File: config.mk
export PLATFORM = sky130hd
export DESIGN_NAME = line_segment_window_clipper_flat
export DESIGN_NICKNAME = d
export VERILOG_FILES = /design/src/rtl/core/lswc_pkg.sv /design/src/rtl/core/lswc_if.sv /design/src/rtl/core/lswc_ctrl.sv /design/src/rtl/core/lswc_datapath.sv /design/src/rtl/core/line_segment_window_clipper.sv /design/src/flat_wrapper.sv
export SDC_FILE = /design/constraint.sdc
export NUM_CORES = 2
export LEC_CHECK = 0
export BUFFER_PORTS_ARGS = -buffer_cell sky130_fd_sc_hd__buf_4
export CAP_MARGIN = 5
export CORE_ASPECT_RATIO = 1.5
export CORE_UTILIZATION = 54
export DETAILED_ROUTE_END_ITERATION = 6
export PLACE_DENSITY = 0.77
export SYNTH_ARGS = -nofsm -noshare
export SYNTH_HDL_FRONTEND = slang
export SYNTH_SLANG_ARGS = --single-unit
File: constraint.sdc
create_clock -name clock -period 8.4 [get_ports clock]
set_input_delay 0.84 -clock clock [delete_from_list [all_inputs] [get_ports clock]]
set_output_delay 0.84 -clock clock [all_outputs]
set_load 0.03 [all_outputs]
File: src/rtl/core/lswc_pkg.sv
// lswc_pkg: shared types and constants of the line segment window clipper
// no dependencies; used by the interfaces, lswc_ctrl, lswc_datapath and the top level
package lswc_pkg;

   localparam int COORD_WIDTH_DEF = 16;

   // configuration register indexes
   localparam int CSR_INDEX_WIDTH = 2;
   localparam logic [CSR_INDEX_WIDTH-1:0] CSR_WINDOW_LEFT   = 2'd0;
   localparam logic [CSR_INDEX_WIDTH-1:0] CSR_WINDOW_RIGHT  = 2'd1;
   localparam logic [CSR_INDEX_WIDTH-1:0] CSR_WINDOW_BOTTOM = 2'd2;
   localparam logic [CSR_INDEX_WIDTH-1:0] CSR_WINDOW_TOP    = 2'd3;

   localparam int WINDOW_LEFT_RESET   = 160;
   localparam int WINDOW_RIGHT_RESET  = 1280;
   localparam int WINDOW_BOTTOM_RESET = 160;
   localparam int WINDOW_TOP_RESET    = 1280;

   // region code bits
   localparam logic [3:0] CODE_LEFT   = 4'd1;
   localparam logic [3:0] CODE_RIGHT  = 4'd2;
   localparam logic [3:0] CODE_BOTTOM = 4'd4;
   localparam logic [3:0] CODE_TOP    = 4'd8;

   localparam int MAX_PASSES = 4;
   localparam int PASS_WIDTH = 3;

   typedef enum logic [6:0] {
      ST_IDLE = 7'b0000001,
      ST_EVAL = 7'b0000010,
      ST_ABS  = 7'b0000100,
      ST_MUL  = 7'b0001000,
      ST_DIV  = 7'b0010000,
      ST_UPD  = 7'b0100000,
      ST_FIN  = 7'b1000000
   } ctrl_state_type;

   typedef struct packed {
      logic load;
      logic setup;
      logic absval;
      logic mul;
      logic div_step;
      logic update;
      logic out_load;
      logic out_accept;
   } dp_cmd_type;

   typedef struct packed {
      logic both_inside;
      logic share;
   } dp_status_type;

endpackage

File: src/rtl/core/lswc_if.sv
// lswc_if: request, response and register write channels of the clipper
// depends on lswc_pkg
interface lswc_req_if import lswc_pkg::*; #(parameter int COORD_WIDTH = COORD_WIDTH_DEF);
   logic                          valid;
   logic                          ready;
   logic signed [COORD_WIDTH-1:0] start_x;
   logic signed [COORD_WIDTH-1:0] start_y;
   logic signed [COORD_WIDTH-1:0] end_x;
   logic signed [COORD_WIDTH-1:0] end_y;

   modport source (output valid, start_x, start_y, end_x, end_y, input ready);
   modport sink   (input valid, start_x, start_y, end_x, end_y, output ready);
endinterface

interface lswc_rsp_if import lswc_pkg::*; #(parameter int COORD_WIDTH = COORD_WIDTH_DEF);
   logic                          valid;
   logic                          ready;
   logic                          accepted;
   logic signed [COORD_WIDTH-1:0] clipped_start_x;
   logic signed [COORD_WIDTH-1:0] clipped_start_y;
   logic signed [COORD_WIDTH-1:0] clipped_end_x;
   logic signed [COORD_WIDTH-1:0] clipped_end_y;

   modport source (output valid, accepted, clipped_start_x, clipped_start_y,
                   clipped_end_x, clipped_end_y, input ready);
   modport sink   (input valid, accepted, clipped_start_x, clipped_start_y,
                   clipped_end_x, clipped_end_y, output ready);
endinterface

interface lswc_csr_if import lswc_pkg::*; #(parameter int COORD_WIDTH = COORD_WIDTH_DEF);
   logic                          valid;
   logic                          ready;
   logic [CSR_INDEX_WIDTH-1:0]    index;
   logic signed [COORD_WIDTH-1:0] data;

   modport source (output valid, index, data, input ready);
   modport sink   (input valid, index, data, output ready);
endinterface

File: src/rtl/core/lswc_ctrl.sv
// lswc_ctrl: sequencer of the clipper, one-hot state machine with pass and divide counters
// depends on lswc_pkg; drives lswc_datapath through dp_cmd_type
module lswc_ctrl import lswc_pkg::*; #(
   parameter int DIV_STEPS = 2 * COORD_WIDTH_DEF
) (
   input  logic          clock,
   input  logic          reset,
   input  logic          req_valid,
   output logic          req_ready,
   output logic          rsp_valid,
   input  logic          rsp_ready,
   output dp_cmd_type    cmd,
   input  dp_status_type status
);

   localparam int CW = $clog2(DIV_STEPS);

   ctrl_state_type        state_ff, state_in;
   logic [PASS_WIDTH-1:0] pass_ff, pass_in;
   logic [CW-1:0]         cnt_ff, cnt_in;
   logic                  acc_ff, acc_in;
   logic                  rsp_valid_ff, rsp_valid_in;

   always_comb begin
      state_in     = state_ff;
      pass_in      = pass_ff;
      cnt_in       = cnt_ff;
      acc_in       = acc_ff;
      rsp_valid_in = rsp_valid_ff && !rsp_ready;
      cmd          = '0;
      case (state_ff)
         ST_IDLE: begin
            if (req_valid) begin
               cmd.load = 1'b1;
               pass_in  = '0;
               state_in = ST_EVAL;
            end
         end
         ST_EVAL: begin
            if (status.both_inside) begin
               acc_in   = 1'b1;
               state_in = ST_FIN;
            end else if (status.share || pass_ff == PASS_WIDTH'(MAX_PASSES)) begin
               acc_in   = 1'b0;
               state_in = ST_FIN;
            end else begin
               cmd.setup = 1'b1;
               state_in  = ST_ABS;
            end
         end
         ST_ABS: begin
            cmd.absval = 1'b1;
            state_in   = ST_MUL;
         end
         ST_MUL: begin
            cmd.mul  = 1'b1;
            cnt_in   = '0;
            state_in = ST_DIV;
         end
         ST_DIV: begin
            cmd.div_step = 1'b1;
            cnt_in       = cnt_ff + 1'b1;
            if (cnt_ff == CW'(DIV_STEPS - 1)) begin
               state_in = ST_UPD;
            end
         end
         ST_UPD: begin
            cmd.update = 1'b1;
            pass_in    = pass_ff + 1'b1;
            state_in   = ST_EVAL;
         end
         ST_FIN: begin
            // wait until the output register is free
            if (!rsp_valid_ff || rsp_ready) begin
               cmd.out_load   = 1'b1;
               cmd.out_accept = acc_ff;
               rsp_valid_in   = 1'b1;
               state_in       = ST_IDLE;
            end
         end
         default: begin
            state_in = ST_IDLE;
         end
      endcase
   end

   always_ff @(posedge clock) begin
      if (reset) begin
         state_ff     <= ST_IDLE;
         pass_ff      <= '0;
         cnt_ff       <= '0;
         acc_ff       <= 1'b0;
         rsp_valid_ff <= 1'b0;
      end else begin
         state_ff     <= state_in;
         pass_ff      <= pass_in;
         cnt_ff       <= cnt_in;
         acc_ff       <= acc_in;
         rsp_valid_ff <= rsp_valid_in;
      end
   end

   assign req_ready = (state_ff == ST_IDLE);
   assign rsp_valid = rsp_valid_ff;

endmodule

File: src/rtl/core/lswc_datapath.sv
// lswc_datapath: window registers, endpoint registers, region codes, multiplier,
// restoring divider and saturating update; depends on lswc_pkg, driven by lswc_ctrl
module lswc_datapath import lswc_pkg::*; #(
   parameter int COORD_WIDTH = COORD_WIDTH_DEF
) (
   input  logic                          clock,
   input  logic                          reset,
   input  dp_cmd_type                    cmd,
   output dp_status_type                 status,
   input  logic                          csr_write,
   input  logic [CSR_INDEX_WIDTH-1:0]    csr_index,
   input  logic signed [COORD_WIDTH-1:0] csr_data,
   input  logic signed [COORD_WIDTH-1:0] req_start_x,
   input  logic signed [COORD_WIDTH-1:0] req_start_y,
   input  logic signed [COORD_WIDTH-1:0] req_end_x,
   input  logic signed [COORD_WIDTH-1:0] req_end_y,
   output logic                          rsp_accepted,
   output logic signed [COORD_WIDTH-1:0] rsp_clipped_start_x,
   output logic signed [COORD_WIDTH-1:0] rsp_clipped_start_y,
   output logic signed [COORD_WIDTH-1:0] rsp_clipped_end_x,
   output logic signed [COORD_WIDTH-1:0] rsp_clipped_end_y
);

   localparam int W  = COORD_WIDTH;
   localparam int PW = 2 * W;
   localparam int SW = PW + 2;

   logic signed [W-1:0] win_left_ff, win_right_ff, win_bottom_ff, win_top_ff;
   logic signed [W-1:0] x1_ff, y1_ff, x2_ff, y2_ff;
   logic signed [W:0]   a_ff, e_ff, d_ff;
   logic signed [W:0]   a_in, e_in, d_in;
   logic signed [W-1:0] base_ff, edge_ff, base_in, edge_in;
   logic                first_ff, vert_ff, vert_in;
   logic [W-1:0]        ua_ff, ue_ff, ud_ff;
   logic                neg_ff, dzero_ff;
   logic [PW-1:0]       prod_ff;
   logic [W-1:0]        rem_ff;
   logic [3:0]          c1, c2, co;
   logic [W:0]          rem_sh, rem_sub;
   logic                ge;
   logic signed [SW-1:0] bext, qext, sum, sat_hi, sat_lo;
   logic signed [W-1:0] moved, nx, ny;

   logic                acc_out_ff;
   logic signed [W-1:0] out_sx_ff, out_sy_ff, out_ex_ff, out_ey_ff;

   function automatic logic [3:0] region(input logic signed [W-1:0] x, y, l, r, b, t);
      logic [3:0] c;
      c = '0;
      if (x < l) c = c | CODE_LEFT;
      else if (x > r) c = c | CODE_RIGHT;
      if (y < b) c = c | CODE_BOTTOM;
      else if (y > t) c = c | CODE_TOP;
      return c;
   endfunction

   function automatic logic [W-1:0] mag(input logic signed [W:0] v);
      logic [W:0] n;
      n = v[W] ? (~v + 1'b1) : v;
      return n[W-1:0];
   endfunction

   function automatic logic signed [W:0] diff(input logic signed [W-1:0] p, q);
      return {p[W-1], p} - {q[W-1], q};
   endfunction

   // window registers
   always_ff @(posedge clock) begin
      if (reset) begin
         win_left_ff   <= W'(WINDOW_LEFT_RESET);
         win_right_ff  <= W'(WINDOW_RIGHT_RESET);
         win_bottom_ff <= W'(WINDOW_BOTTOM_RESET);
         win_top_ff    <= W'(WINDOW_TOP_RESET);
      end else if (csr_write) begin
         case (csr_index)
            CSR_WINDOW_LEFT:   win_left_ff   <= csr_data;
            CSR_WINDOW_RIGHT:  win_right_ff  <= csr_data;
            CSR_WINDOW_BOTTOM: win_bottom_ff <= csr_data;
            CSR_WINDOW_TOP:    win_top_ff    <= csr_data;
            default: begin
            end
         endcase
      end
   end

   always_comb begin
      c1 = region(x1_ff, y1_ff, win_left_ff, win_right_ff, win_bottom_ff, win_top_ff);
      c2 = region(x2_ff, y2_ff, win_left_ff, win_right_ff, win_bottom_ff, win_top_ff);
      status.both_inside = (c1 == 4'b0) && (c2 == 4'b0);
      status.share       = |(c1 & c2);
   end

   // pick the endpoint and edge, form the signed terms of base + a * e / d
   always_comb begin
      co = (c1 != 4'b0) ? c1 : c2;
      if ((co & CODE_TOP) != 4'b0) begin
         base_in = x1_ff;
         a_in    = diff(x2_ff, x1_ff);
         e_in    = diff(win_top_ff, y1_ff);
         d_in    = diff(y2_ff, y1_ff);
         edge_in = win_top_ff;
         vert_in = 1'b1;
      end else if ((co & CODE_BOTTOM) != 4'b0) begin
         base_in = x1_ff;
         a_in    = diff(x2_ff, x1_ff);
         e_in    = diff(win_bottom_ff, y1_ff);
         d_in    = diff(y2_ff, y1_ff);
         edge_in = win_bottom_ff;
         vert_in = 1'b1;
      end else if ((co & CODE_RIGHT) != 4'b0) begin
         base_in = y1_ff;
         a_in    = diff(y2_ff, y1_ff);
         e_in    = diff(win_right_ff, x1_ff);
         d_in    = diff(x2_ff, x1_ff);
         edge_in = win_right_ff;
         vert_in = 1'b0;
      end else begin
         base_in = y1_ff;
         a_in    = diff(y2_ff, y1_ff);
         e_in    = diff(win_left_ff, x1_ff);
         d_in    = diff(x2_ff, x1_ff);
         edge_in = win_left_ff;
         vert_in = 1'b0;
      end
   end

   // one quotient bit per step
   always_comb begin
      rem_sh  = {rem_ff, prod_ff[PW-1]};
      ge      = (rem_sh >= {1'b0, ud_ff});
      rem_sub = rem_sh - {1'b0, ud_ff};
   end

   always_comb begin
      bext   = {{(SW-W){base_ff[W-1]}}, base_ff};
      qext   = {2'b00, prod_ff};
      sum    = neg_ff ? (bext - qext) : (bext + qext);
      sat_hi = {{(SW-W+1){1'b0}}, {(W-1){1'b1}}};
      sat_lo = {{(SW-W+1){1'b1}}, {(W-1){1'b0}}};
      if (dzero_ff) moved = base_ff;
      else if (sum > sat_hi) moved = sat_hi[W-1:0];
      else if (sum < sat_lo) moved = sat_lo[W-1:0];
      else moved = sum[W-1:0];
      nx = vert_ff ? moved : edge_ff;
      ny = vert_ff ? edge_ff : moved;
   end

   always_ff @(posedge clock) begin
      if (cmd.load) begin
         x1_ff <= req_start_x;
         y1_ff <= req_start_y;
         x2_ff <= req_end_x;
         y2_ff <= req_end_y;
      end else if (cmd.update) begin
         if (first_ff) begin
            x1_ff <= nx;
            y1_ff <= ny;
         end else begin
            x2_ff <= nx;
            y2_ff <= ny;
         end
      end
      if (cmd.setup) begin
         a_ff     <= a_in;
         e_ff     <= e_in;
         d_ff     <= d_in;
         base_ff  <= base_in;
         edge_ff  <= edge_in;
         vert_ff  <= vert_in;
         first_ff <= (c1 != 4'b0);
      end
      if (cmd.absval) begin
         ua_ff    <= mag(a_ff);
         ue_ff    <= mag(e_ff);
         ud_ff    <= mag(d_ff);
         neg_ff   <= a_ff[W] ^ e_ff[W] ^ d_ff[W];
         dzero_ff <= (d_ff == '0);
      end
      if (cmd.mul) begin
         prod_ff <= ua_ff * ue_ff;
         rem_ff  <= '0;
      end else if (cmd.div_step) begin
         prod_ff <= {prod_ff[PW-2:0], ge};
         rem_ff  <= ge ? rem_sub[W-1:0] : rem_sh[W-1:0];
      end
      if (cmd.out_load) begin
         acc_out_ff <= cmd.out_accept;
         out_sx_ff  <= cmd.out_accept ? x1_ff : '0;
         out_sy_ff  <= cmd.out_accept ? y1_ff : '0;
         out_ex_ff  <= cmd.out_accept ? x2_ff : '0;
         out_ey_ff  <= cmd.out_accept ? y2_ff : '0;
      end
   end

   assign rsp_accepted        = acc_out_ff;
   assign rsp_clipped_start_x = out_sx_ff;
   assign rsp_clipped_start_y = out_sy_ff;
   assign rsp_clipped_end_x   = out_ex_ff;
   assign rsp_clipped_end_y   = out_ey_ff;

endmodule

File: src/rtl/core/line_segment_window_clipper.sv
// line_segment_window_clipper: Cohen-Sutherland clipping of one segment against a window
// depends on lswc_pkg, lswc_if, lswc_ctrl and lswc_datapath
//
//   channel   role  handshake          payload
//   req_chan  in    valid/ready        start_x, start_y, end_x, end_y
//   rsp_chan  out   valid/ready        accepted, clipped_start_x/_y, clipped_end_x/_y
//   csr_chan  in    valid/ready (=1)   index, data (window left/right/bottom/top)
//
// one request at a time; each request runs P = 0..4 intersection passes, each pass
// going through the states ST_EVAL, ST_ABS, ST_MUL, ST_DIV and ST_UPD
// ST_DIV runs the restoring divider, one quotient bit per cycle over a
// 2 * COORD_WIDTH bit product
// a finished response waits in the output register; a new request is taken meanwhile
// synchronous active-high reset restores the default window and empties the output
module line_segment_window_clipper import lswc_pkg::*; #(
   parameter int COORD_WIDTH = COORD_WIDTH_DEF
) (
   input logic        clock,
   input logic        reset,
   lswc_req_if.sink   req_chan,
   lswc_rsp_if.source rsp_chan,
   lswc_csr_if.sink   csr_chan
);

   dp_cmd_type    cmd;
   dp_status_type status;

   assign csr_chan.ready = 1'b1;

   lswc_ctrl #(
      .DIV_STEPS (2 * COORD_WIDTH)
   ) u_ctrl (
      .clock     (clock),
      .reset     (reset),
      .req_valid (req_chan.valid),
      .req_ready (req_chan.ready),
      .rsp_valid (rsp_chan.valid),
      .rsp_ready (rsp_chan.ready),
      .cmd       (cmd),
      .status    (status)
   );

   lswc_datapath #(
      .COORD_WIDTH (COORD_WIDTH)
   ) u_datapath (
      .clock               (clock),
      .reset               (reset),
      .cmd                 (cmd),
      .status              (status),
      .csr_write           (csr_chan.valid),
      .csr_index           (csr_chan.index),
      .csr_data            (csr_chan.data),
      .req_start_x         (req_chan.start_x),
      .req_start_y         (req_chan.start_y),
      .req_end_x           (req_chan.end_x),
      .req_end_y           (req_chan.end_y),
      .rsp_accepted        (rsp_chan.accepted),
      .rsp_clipped_start_x (rsp_chan.clipped_start_x),
      .rsp_clipped_start_y (rsp_chan.clipped_start_y),
      .rsp_clipped_end_x   (rsp_chan.clipped_end_x),
      .rsp_clipped_end_y   (rsp_chan.clipped_end_y)
   );

endmodule

File: src/flat_wrapper.sv
// flat-port wrapper written by rule: the top's interface ports become plain ports
module line_segment_window_clipper_flat import lswc_pkg::*;
#(
   parameter int COORD_WIDTH = COORD_WIDTH_DEF
)
  (clock, reset, req_chan_valid, req_chan_start_x, req_chan_start_y, req_chan_end_x, req_chan_end_y, req_chan_ready, rsp_chan_valid, rsp_chan_accepted, rsp_chan_clipped_start_x, rsp_chan_clipped_start_y, rsp_chan_clipped_end_x, rsp_chan_clipped_end_y, rsp_chan_ready, csr_chan_valid, csr_chan_index, csr_chan_data, csr_chan_ready);
  lswc_req_if #(.COORD_WIDTH(COORD_WIDTH)) req_chan_i ();
  lswc_rsp_if #(.COORD_WIDTH(COORD_WIDTH)) rsp_chan_i ();
  lswc_csr_if #(.COORD_WIDTH(COORD_WIDTH)) csr_chan_i ();
  input logic clock;
  input logic reset;
  input wire logic [$bits(req_chan_i.valid)-1:0] req_chan_valid;
  input wire logic [$bits(req_chan_i.start_x)-1:0] req_chan_start_x;
  input wire logic [$bits(req_chan_i.start_y)-1:0] req_chan_start_y;
  input wire logic [$bits(req_chan_i.end_x)-1:0] req_chan_end_x;
  input wire logic [$bits(req_chan_i.end_y)-1:0] req_chan_end_y;
  output wire logic [$bits(req_chan_i.ready)-1:0] req_chan_ready;
  output wire logic [$bits(rsp_chan_i.valid)-1:0] rsp_chan_valid;
  output wire logic [$bits(rsp_chan_i.accepted)-1:0] rsp_chan_accepted;
  output wire logic [$bits(rsp_chan_i.clipped_start_x)-1:0] rsp_chan_clipped_start_x;
  output wire logic [$bits(rsp_chan_i.clipped_start_y)-1:0] rsp_chan_clipped_start_y;
  output wire logic [$bits(rsp_chan_i.clipped_end_x)-1:0] rsp_chan_clipped_end_x;
  output wire logic [$bits(rsp_chan_i.clipped_end_y)-1:0] rsp_chan_clipped_end_y;
  input wire logic [$bits(rsp_chan_i.ready)-1:0] rsp_chan_ready;
  input wire logic [$bits(csr_chan_i.valid)-1:0] csr_chan_valid;
  input wire logic [$bits(csr_chan_i.index)-1:0] csr_chan_index;
  input wire logic [$bits(csr_chan_i.data)-1:0] csr_chan_data;
  output wire logic [$bits(csr_chan_i.ready)-1:0] csr_chan_ready;
  assign req_chan_i.valid = req_chan_valid;
  assign req_chan_i.start_x = req_chan_start_x;
  assign req_chan_i.start_y = req_chan_start_y;
  assign req_chan_i.end_x = req_chan_end_x;
  assign req_chan_i.end_y = req_chan_end_y;
  assign req_chan_ready = req_chan_i.ready;
  assign rsp_chan_valid = rsp_chan_i.valid;
  assign rsp_chan_accepted = rsp_chan_i.accepted;
  assign rsp_chan_clipped_start_x = rsp_chan_i.clipped_start_x;
  assign rsp_chan_clipped_start_y = rsp_chan_i.clipped_start_y;
  assign rsp_chan_clipped_end_x = rsp_chan_i.clipped_end_x;
  assign rsp_chan_clipped_end_y = rsp_chan_i.clipped_end_y;
  assign rsp_chan_i.ready = rsp_chan_ready;
  assign csr_chan_i.valid = csr_chan_valid;
  assign csr_chan_i.index = csr_chan_index;
  assign csr_chan_i.data = csr_chan_data;
  assign csr_chan_ready = csr_chan_i.ready;
  line_segment_window_clipper #(.COORD_WIDTH(COORD_WIDTH)) u_core (.clock(clock), .reset(reset), .req_chan(req_chan_i), .rsp_chan(rsp_chan_i), .csr_chan(csr_chan_i));
endmodule
---- After elaboration in Yosys (flattened, before gate mapping) ----
Cells that the tools add are included.
operators by class
  bitwise operators ....................... 6
  multiply operators ...................... 1
  reductions and logical operators ........ 27
  $lt $le $gt $ge ......................... 11
  equality and inequality tests ........... 16
  add/sub/neg operators ................... 14
  multiplexer cells ....................... 70
operator list
  kind                     count
  $mux W16                 26
  $mux W17                 7
  $sub A16 B16 Y17         6
  $gt A16 B16 Y1           4
  $lt A16 B16 Y1           4
  $mux W32                 2
  $pmux W7 S7              1
  $add A16 B1 Y16 const B  3
  $not A16 Y16             3
  $mux W7                  5
  $add A16 B33 Y34         1
  $gt A34 B16 Y1 const B   1
  $lt A34 B16 Y1 const B   1
  $mux W34                 1
  $sub A16 B33 Y34         1
  $mul A16 B16 Y32         1
  $mux W4                  5
  $ge A17 B16 Y1           1
  $logic_not A17 Y1        1
  $reduce_and A2 Y1        8
  $sub A16 B16 Y16         1
  $mux W1                  14
  $mux W2                  6
  $reduce_bool A2 Y1       6
  28 further kinds         36
word-level totals
  output and inout bits ................... 68
  word-level logic and storage cells ...... 177
  bits of input ports ..................... 87
  register bits after elaboration ......... 393

---- Depth between registers and ports, before layout ----
  word-level depth ........................ 11
  depth in mapped cells ................... 26
  gate-level depth less buffers ........... 25

---- By module ----
From an unflattened synthesis, not the netlist that was laid out.
unflattened totals
  cell total of the unflattened synthesis .. 3810
  area total of the unflattened synthesis .. 35168.7 um^2
modules (own cells, without submodules)
  module                       times used  area each (um^2)  seq. area each (um^2)  cells an instance
  lswc_datapath                1           34207.8           10490.1                3696
  lswc_ctrl                    1           949.7             340.3                  112
  line_segment_window_clipper  1           11.3              0.0                    2

---- Worst setup path after synthesis ----
Ideal clock, no wire load.
  kind .................................... register to register
  start ................................... register u_core.u_datapath.y1_ff[1]
  end ..................................... register u_core.u_datapath.a_ff[0], enable pin
  data required time ...................... 7.871 ns
  stages on the path, launching flop included .. 14
  data arrival time ....................... 6.029 ns
  setup time .............................. 0.529 ns
  path slack .............................. 1.842 ns
  path buffers ............................ 0
  clock period less this slack ............ 6.558 ns
  cell sequence ........................... edfxtp_1 inv_1 ha_1 nor2b_1 o21ai_0 a21boi_0 o211ai_1 a21oi_1 nor2_1 a31oi_1 nor3b_1 o21ai_0 nand4_1 nor2_1
RTL lines
  element                 RTL line              source
  from (decl)             lswc_datapath.sv:29   logic signed [W-1:0] x1_ff, y1_ff, x2_ff, y2_ff;
  from (signal assigned)  lswc_datapath.sv:151  y1_ff <= req_start_y;
  from (signal assigned)  lswc_datapath.sv:157  y1_ff <= ny;
  to (signal assigned)    lswc_datapath.sv:164  a_ff <= a_in;
  to (decl)               lswc_datapath.sv:30   logic signed [W:0] a_ff, e_ff, d_ff;

---- Worst setup path after layout ----
  start ................................... register u_core.u_datapath.ue_ff[9]
  end ..................................... register u_core.u_datapath.prod_ff[31] (data pin)
on the way
  cells in the longest elaborated chain, start to end .. 2
RTL lines
  element                 RTL line              source
  from (decl)             lswc_datapath.sv:34   logic [W-1:0] ua_ff, ue_ff, ud_ff;
  from (signal assigned)  lswc_datapath.sv:174  ue_ff <= mag(e_ff);
  $mul A16 B16 Y32        lswc_datapath.sv:180  prod_ff <= ua_ff * ue_ff;
  $mux W32                lswc_datapath.sv:179  if (cmd.mul) begin
  to (signal assigned)    lswc_datapath.sv:180
  to (signal assigned)    lswc_datapath.sv:183  prod_ff <= {prod_ff[PW-2:0], ge};
  to (decl)               lswc_datapath.sv:36   logic [PW-1:0] prod_ff;
No other way between the ends.
A chain may end at the register's enable or synchronous reset.

==> key figures <==
Run status
  • Status: complete, no violations

Logic synthesis
  • Register area share after synthesis: 0.311
  • Synth top area cells: edfxtp_1 (26%), fa_1 (12%), ha_1 (11%), nand2_1 (5.8%), dfxtp_1 (5.6%)
  • Asr flop ratio synth: 0
  • Yosys reg bits: 393
  • Simple logic cell fraction of the synthesized area: 0.169
  • Mapped Nets: 4,410
  • Mux cell area share after synthesis: 0.0274
  • Syn Std Cell Area: 34,800 um^2
  • Combinational family with the most area after synthesis: adder cells
  • Post-synth EDFFs: 296
  • Syn. warnings: 0
  • Top cell type's share of synthesized area: 0.256
  • Synth Area in Adders: 0.231
  • Syn_area_per_cell: 9.15 um^2
  • Synth cell types: between 80 and 90
  • Post-Synth XOR/XNOR Area: 0.0521
  • Synth Area in Compound Gates: 0.148
  • Synth Flop Type: edfxtp_1
  • Largest area contributor in the netlist: edfxtp_1
  • Post-Synthesis Cells: 3,802

Timing
  • Worst Slack Setup Final: 1.35 ns
  • Setup violations, final: 0
  • Final Skew: 0.0494 ns
  • Fin Hold WS: 0.463 ns
  • Final-report hold violation count: 0
  • Fin crit period: 7.05 ns
  • Worst rel slew slack: 0.189
  • Fin. max-slew vios: 0
  • Final TNS setup: 0 ns
  • Tcrit/Tclk final: 0.839
  • Worst-Margin Slew: 1.21 ns
  • Max Clock Freq: 0.142 GHz
  • RSZ-0062 raised after global routing: false

Clock tree
  • Reg clk slew, reported paths: ~0.070 ns
  • H-tree depth: 2
  • Total setup buffers inserted after CTS: 0
  • Total clock sinks: 393
  • Post-CTS Resized: 0
  • CTS max path bufs: 3
  • Hold_buf cts: 0
  • CTS tree: done
  • CTS Buf Count: 40
  • Root buffer cell: clkbuf_16
  • Worst-Skew Late Latency: around 0.62 ns

Detailed routing
  • Via/cell ratio: 6.03
  • Vias: 28,400
  • Final ANT Viol Nets: 0
  • Routed WL: about 110,000 um
  • Iteration-0 DRC Markers: 2,274
  • Drt wl/cell: 23.0 um
  • Drt pass-1 iters: 6
  • DRC Markers: 0

GRT
  • GRT Overall Usage: 0.332
  • Global route overflow: 0
  • Largest net degree at the start of global routing: between 100 and 150
  • Vias in the first global route: 28,300
  • Initial antenna violation count: 4
  • First-pass GRT wire length: 163,000 um

Placement
  • IO buf count: 153
  • Inst Count DP: ~4,600
  • DP Wirelength: 86,200 um
  • Gp weighted congestion: just under 1
  • Dpl ws: between 1 and 1.5 ns
  • Placed cell areas: between 30,000 and 40,000 um^2

Worst setup path
  • Worst endpoint required time: 8.73 ns
  • Worst Path Buf+Inv: 3
  • Worst Setup Start Kind: flip-flop
  • CP max stage cell: edfxtp_1
  • Worst path max stage delay: a little under 0.8 ns
  • CP delay by family, top: adder cells
  • Type of the worst setup path: reg2reg
  • Cell repeated most along the worst path: fa_1
  • CP max FO: 16
  • Crit path capture type: flip-flop
  • Critical Path AT: 7.38 ns
  • Crit path cell chain: nand2_1, fa_1, fa_1, fa_1, inv_1, fa_1, inv_1, fa_1, inv_1, fa_1, ha_1, a21o_1, a21o_1, a21oi_1, o21ai_0, a41o_1, nand3_1, a31oi_1, or4_1, a31oi_1, xnor2_1, o21ai_0

Power and ir drop
  • Tot Pwr: around 9 mW
  • P per Cell Area: between 200 and 250 nW/um^2
  • LEAKAGE: between 15 and 20 nW
  • Max VDD drop: 241 uV

Die
  • Core Area: approximately 63,000 um^2
  • Cell Rows: 113
  • Die Wd: 209 um
  • Initial core utilization: 0.548
  • Ports: 155
  • Die Area: about 65,000 um^2
  • Die height: 313 um

Final layout
  • Multi-input logic area: 21,900 um^2
  • Layout area overhead: 9.28%
  • Fin nets: 4,481
  • Design area: 38,000 um^2
  • Share of layout cells above drive strength 1: 0.0809
  • Fill cells: 5,502
  • Reg area: 10,800 um^2
  • Core Util, Final: 0.599
  • Layout Cells excl Fill: about 4,700

Run
  • MaxCap Viol Count: 0

Hold path
  • Hold crit path type: reg2reg
==> cell families after synthesis <==
logic type      count (synthesis)
buf+inv                       559
simple gates                 1219
other cells                     1
mux                            91
xor+xnor                      206
fa+ha+maj                     521
flops                         393
compound gates                812
==> routing by layer <==
layer	track usage	part of all wire	vias up	routed length, um
met2	0.560	0.48	1048	52100
met4	0.311	0.11	2	11700
li1	-	-	13300	-
met1	0.366	0.36	13700	38600
met5	0	0.000083	-	9
met3	0.0378	0.056	309	6030
==> worst paths after layout <==
| path | startpoint | to | slack [ns] | cells after the start |
|---|---|---|---|---|
| worst max-delay path | u_core.u_datapath.ue_ff[9]$_DFFE_PP_ | u_core.u_datapath.prod_ff[31]$_DFFE_PP_ | 1.35 | 22 |
| worst max register to register | u_core.u_datapath.ue_ff[9]$_DFFE_PP_ | u_core.u_datapath.prod_ff[31]$_DFFE_PP_ | 1.35 | 22 |
| worst min register to register | u_core.u_datapath.rem_ff[15]$_SDFFE_PP0P_ | u_core.u_datapath.rem_ff[15]$_SDFFE_PP0P_ | 0.46 | 2 |
| worst min-delay path | u_core.u_datapath.rem_ff[15]$_SDFFE_PP0P_ | u_core.u_datapath.rem_ff[15]$_SDFFE_PP0P_ | 0.46 | 2 |
==> registers in the layout, summed over array words and instances (netlist names), 17 cells and up <==
signal and flops:
u_core.u_datapath.a_ff 17, u_core.u_datapath.d_ff 17, u_core.u_datapath.e_ff 17, u_core.u_datapath.prod_ff 32
==> final cells by class <==
cell class              count  area share
repair buffers            177      0.0350
diodes                      4    0.000263
clock inverters            23     0.00866
well taps                 805      0.0265
multi-input cells        2850       0.576
inverters                 411      0.0406
clock buffers              50      0.0281
flip-flops and latches    393       0.285
==> worst min-delay path, stage by stage (launching register included) <==
cell,delay (ns)
dfxtp_1,0.33
nand2_1,0.04
o21ai_0,0.05
==> cell usage in the layout (no fill, tap or decap), types with 52 or more instances in the layout <==
| master | netlist | final |
|---|---|---|
| a21o_1 | 52 | 52 |
| a21oi_1 | 271 | 269 |
| and2_1 | 98 | 97 |
| and3_1 | 117 | 117 |
| buf_4 | 1 | 177 |
| dfxtp_1 | 97 | 96 |
| edfxtp_1 | 296 | 296 |
| fa_1 | 202 | 202 |
| ha_1 | 319 | 319 |
| inv_1 | 410 | 409 |
| mux2i_1 | 60 | 60 |
| nand2_1 | 539 | 538 |
| nand2b_1 | 52 | 52 |
| nor2_1 | 166 | 164 |
| nor3_1 | 53 | 53 |
| o21ai_0 | 192 | 191 |
| xnor2_1 | 151 | 151 |
| xor2_1 | 54 | 54 |
==> synthesized netlist by cell type, types with 31 or more instances <==
master and number:
xnor2_1 151, mux2i_1 60, nand3_1 36, fa_1 202, o21ai_0 192, and3_1 117
nand2b_1 52, dfxtp_1 97, and2_1 98, a21o_1 52, o2111ai_1 33, nor3_1 53
nor2_1 166, nand2_1 539, a21oi_1 271, nor2b_1 41, ha_1 319, clkbuf_1 126
a22oi_1 31, edfxtp_1 296, xor2_1 54, inv_1 410
==> report_power, final <==
group	internal, mW	switching [mW]	leakage [nW]
sequential	2.49	0.292	3.43
clock	1.08	0.832	0.672
combinational	1.57	2.61	12.5
total	5.14	3.73	16.6
Note: power is estimated with default switching activity, not from simulation.
